--- src/sv/sehs_pkg.sv ---
// Shared types and constants of the hit scan unit.
`timescale 1ns / 1ps
package sehs_pkg;

  localparam int SLOT_COUNT = 64;
  localparam int CNT_W      = $clog2(SLOT_COUNT + 1);

  // limb engine geometry
  localparam int LIMB_W    = 32;
  localparam int X_LIMBS   = 8;
  localparam int Y_LIMBS   = 4;
  localparam int ACC_LIMBS = 12;
  localparam int XW        = X_LIMBS * LIMB_W;
  localparam int YW        = Y_LIMBS * LIMB_W;
  localparam int ACC_W     = ACC_LIMBS * LIMB_W;
  localparam int NX_W      = $clog2(X_LIMBS);
  localparam int NY_W      = $clog2(Y_LIMBS);
  localparam int OFF_W     = $clog2(ACC_LIMBS);

  localparam logic signed [31:0] MIN_ELL_RADIUS = 32'sd66;
  localparam logic signed [31:0] MIN_SCALE      = 32'sd6554;

  typedef enum logic [1:0] {
    REQ_WRITE     = 2'd0,
    REQ_SPHERE    = 2'd1,
    REQ_ELLIPSOID = 2'd2,
    REQ_NONE      = 2'd3
  } req_t;

  typedef struct packed {
    logic signed [31:0] pos_x;
    logic signed [31:0] pos_y;
    logic signed [31:0] pos_z;
    logic signed [31:0] radius;
    logic [15:0]        dmg;
    logic               live;
  } slot_t;

  typedef struct packed {
    logic            start;
    logic            clear;
    logic [NX_W-1:0] nx_m1;
    logic [NY_W-1:0] ny_m1;
  } mac_ctl_t;

endpackage

--- src/sv/sehs_cell.sv ---
// One slot cell of the rotating slot ring.
`timescale 1ns / 1ps
module sehs_cell (
  input  logic                clk,
  input  logic                rst,
  input  logic                shift,
  input  logic                wr_en,
  input  sehs_pkg::slot_t     wr_data,
  input  sehs_pkg::slot_t     nb_in,
  output sehs_pkg::slot_t     q
);

  always_ff @(posedge clk) begin
    if (rst) begin
      q.live <= 1'b0;
    end else if (wr_en) begin
      q <= wr_data;
    end else if (shift) begin
      q <= nb_in;
    end
  end

endmodule

--- config.mk ---
export PLATFORM = sky130hd
export DESIGN_NAME = sehs_cell
export DESIGN_NICKNAME = d
export VERILOG_FILES = /design/src/sv/sehs_pkg.sv /design/src/sv/sehs_cell.sv
export SDC_FILE = /design/constraint.sdc
export NUM_CORES = 1
export LEC_CHECK = 0
export ABC_AREA = 0
export BUFFER_PORTS_ARGS = -buffer_cell sky130_fd_sc_hd__clkbuf_2
export CAP_MARGIN = 20
export CORE_AREA = 2 2 170 172
export CTS_BUF_LIST = sky130_fd_sc_hd__clkbuf_8
export DETAILED_ROUTE_END_ITERATION = 10
export DIE_AREA = 0 0 172 174
export SYNTH_ARGS = -nofsm -noshare
export SYNTH_HDL_FRONTEND = slang
export SYNTH_SLANG_ARGS = --single-unit
export TNS_END_PERCENT = 1
--- constraint.sdc ---
create_clock -name clk -period 12.9 [get_ports clk]
set_clock_uncertainty 0.05 [all_clocks]
set_input_delay 1.935 -clock clk [delete_from_list [all_inputs] [get_ports clk]]
set_output_delay 1.935 -clock clk [all_outputs]
set_load 0.005 [all_outputs]
* Yosys cells after proc, flatten, opt, wreduce, memory -nomap -nowiden *
Cells that the tools add are included.

word-level totals
  word-level logic and storage cells = 11
  bits in latches = 0
  output and inout bits = 145
  memory bits (writable) = 0
  memories = 0
  ROM bits = 0
  register bits = 145

cells by class
  $lt $le $gt $ge = 0
  multipliers = 0
  div/mod/pow operators = 0
  reductions and logical operators = 2
  mux-type cells = 2
  eq/ne operators = 0
  shift-type cells = 0
  $add $sub $neg = 0
  bitwise gates (word level) = 1

operators by type and width
  operator             count
  two-way mux 145 bit  2
  AND reduction 2 bit  1
  nonzero test 2 bit   1
  inverter 1 bit       1

* Logic depth before layout (Yosys ltp) *
  word-level depth = 2
  mapped depth = 4
  gate-level depth less buffers = 2

* Least setup slack after synthesis *
No wires, ideal clock.

  path kind = input to register
  start point = input wr_en
  end point = register q[100] (netlist name), enable pin
  data required time = 12197 ps
  arrival time = 8290 ps
  stages = 4
  slack = 3906 ps
  cells stage by stage = buf_6 > buf_6 > nor2_1 > nor2_1

between the ends
  longest elaborated chain between the ends = 2

RTL lines
  what                           RTL line         RTL
  from (decl)                    sehs_cell.sv:7   input logic wr_en,
  nonzero test 2 bit (no line)   --
  AND reduction 2 bit (no line)  --
  to (signal assigned)           sehs_cell.sv:17  q <= wr_data;
  to (signal assigned)           sehs_cell.sv:19  q <= nb_in;
  to (decl)                      sehs_cell.sv:10  output sehs_pkg::slot_t q

No other way between the ends.
A chain may end at the register's enable or synchronous reset.

* Worst setup path after layout *
  start point = input wr_en
  end point = register q[93] (netlist name), enable pin

The elaborated chain is that of the path after synthesis.

==> run summary <==
### Die
* 174 µm — DIE HEIGHT
* 172 µm — Chip Width
* 62 — site row count
* 0.219 — initial standard-cell utilization of the core
* 28200 µm² — core box area
* 29900 µm² — Die Outline Area
* 439 — I/O pin total

### Global route
* 4672 — via count of the first global-routing pass
* 25.9 mm — wire length of the first global-routing pass
* 0 — GRT overflow
* 0.117 — overall fraction of global-route tracks in use
* 76 — maximum number of pins on one net before global-route repair
* 0 — initial antenna violation count

### Logic synthesis
* 19.9 µm² — mean instance size in the synthesized netlist
* edfxtp_1 70%, mux2_2 26%, buf_6 2.7% — leading cell types by total area after synthesis
* multiplexers — dominant combinational cell family by area after synthesis
* 0 — adder and majority gate portion of the synthesized area
* 0 — synth warn
* edfxtp_1 — most common flop cell mapped by yosys
* 0 — share of flip-flops with an asynchronous set or reset after synthesis
* 605 — number of nets in the synthesized netlist
* 0 — xor/xnor share of the synthesized area
* 311 — post-synthesis cell count
* 0.00122 — share of the synthesized area in compound gates (AO/OA/AOI/OAI)
* 144 x edfxtp_1, 144 x mux2_2, 15 x buf_6 — top cells by count, synth
* 10 — number of distinct library cells after synthesis
* 6170 µm² — Netlist Area Pre-Place
* 0.704 — sequential fraction of the synthesis area
* 0.700 — fraction of post-synthesis cell area in the top cell type by area
* edfxtp_1 — largest area contributor in the synthesized netlist
* 145 — register bit count reported by yosys
* 144 — Post-synth EDFFs
* 0.00223 — share of synthesized cell area in and, or, nand and nor gates
* 0.264 — portion of netlist area occupied by mux cells

### Setup path
* buf_4 — cell repeated most along the worst path
* 74 — highest fanout seen on the critical path
* input pin — kind of start point of the critical path
* register — crit path capture type
* 4.40 ns — data arrival at the endpoint of the critical path
* in -> reg — Worst Path Class, Setup
* buf_6 -> nor2_1 -> nor2_4 -> buf_4 -> buf_4 — cell breakdown of the critical path
* 3 — CP Buf/Inv Count
* 0.86 ns — critical path's largest stage delay
* buffers and inverters — family with the most delay on the worst path
* 12.93 ns — worst path required time
* buf_4 — slowest CP cell

### Clock network
* 17 — Inserted Clock Buffers
* 145 — number of clock sinks
* 2 — number of buffers between clock root and the deepest sink
* yes — clock tree from TritonCTS
* 0.09 ns — clock transition at the register clock pins on the worst setup and hold paths after CTS
* 4 — H-tree lvl count
* 0 — post-CTS setup buffer count
* 0.46 ns — insertion delay of the later-clocked pin in the worst-skew pair
* clkbuf_8 — master cell of the clock root buffer
* 0 — cells resized by post-CTS repair
* 0 — hold_buf cts

### Detailed routing
* 1.55 mm — sum of met3 wire segment lengths after detailed routing
* met4 — highest routed layer
* 163 — number of violations reported at the end of detailed-routing iteration 0
* 18.2 mm — final wirelength
* 4455 — detailed-route via count
* 0 — count of antenna-violating nets left after detailed routing
* 15.8 µm — Avg WL per Cell
* 7.15 mm — Post-Route M1 WL
* 4 — number of iterations in the first detailed-routing pass
* 3.87 — detail-routed via count per cell
* 0 — remaining routing DRC violations
* 9.03 mm — length of routed met2 wiring

### Cells and area
* 2916 — fill count
* 0 — antenna diode count
* 1660 µm² — Multi-input gate area
* 4340 µm² — Sequential cell area
* 1152 — post-route non-filler standard cell count
* q — Reg with most FFs
* 145 — flip-flop count of the largest register, all copies and words added
* 1049 — final net count
* 9120 µm² — post-layout instance area
* 0.798 — ratio of cells with drive above 1 in the final layout
* q: 145 flops — largest registers
* 0.323 — final standard cell utilization of the core
* 47.7% — post-synthesis to final-layout area growth

### Timing
* 1.03 ns — slew of the pin with the lowest slew margin
* 8.53 ns — PnR worst setup slack
* 4.37 ns — Tmin final
* 0.229 GHz — peak clock frequency supported by timing
* 0.520 ns — Worst Hold Margin
* no — setup repair after global routing missed its margin
* 0 — Final Slew Violations
* 0 ns — setup total negative slack
* 0 — endpoints failing hold
* 0.339 — part of the cycle the worst path needs
* 0.316 — Worst slew margin
* 0 — final setup violation count

### Min path
* reg -> reg — type of the worst min-delay path

### Status
* finished clean — status

### Run
* 0 — max-capacitance violation count

### Power and ir drop
* 1.13 mW — total chip power
* 124 nW/µm² — pwr dens
* 0.0481 mV — Peak VDD IR
* 4.03 nW — total leakage power

### Placement
* 438 — number of buffers added on ports
* 8710 µm² — dpl cell area
* 0.802 — GPL Wtd Cong
* 13.8 mm — half-perimeter wire length after placement
* 1120 — Cells after DPL
* 7.94 ns — worst slack, placed

==> power by group <==
group	internal (mW)	switching, mW
clock	0.206	0.183
combinational	0.0909	0.0688
sequential	0.572	0.0122
==> layer usage <==
metal	up-vias	track usage
li1	2109	-
met1	2086	0.134
met2	234	0.198
met3	26	0.0403
met4	0	0.0515
met5	-	0
==> kinds of logic after synthesis <==
logic type,count (synthesis)
muxes,145
DFF,145
buffers and inverters,17
and+or+nand+nor,3
AOI/OAI and AO/OA,1
==> worst paths after layout <==
check	slack (ns)	from	cells past startpoint	endpoint
max	8.53	wr_en	5	q[93]$_DFFE_PP_
min reg2reg	0.52	q[0]$_SDFFE_PP0P_	2	q[0]$_SDFFE_PP0P_
max reg2reg	12.15	q[0]$_SDFFE_PP0P_	2	q[0]$_SDFFE_PP0P_
min	0.52	q[0]$_SDFFE_PP0P_	2	q[0]$_SDFFE_PP0P_
==> worst reg2reg max path: stages, from the launching register on <==
cell and delay (ns):
dfxtp_1 0.34, mux2i_1 0.07, a211oi_1 0.22
==> final cells by class <==
type | count | area share
sequential | 145 | 0.476
timing repair buffer | 441 | 0.244
multi-input combinational | 149 | 0.182
tap | 384 | 0.0527
clock buffer | 17 | 0.0257
clock inverter | 15 | 0.0193
inverter | 1 | 0.000412
==> placed cells by master (no fill, tap or decap), types with 2 or more instances in the layout <==
cell type  synthesis  routed
clkbuf_2           0     437
edfxtp_1         144     144
clkinv_4           0       2
bufinv_16          0       4
mux2_2           144     144
inv_1              1       4
buf_4              0       3
clkinv_2           0       4
clkinv_1           0       2
clkbuf_8           0      17
Power figures use the tool's default switching activity.
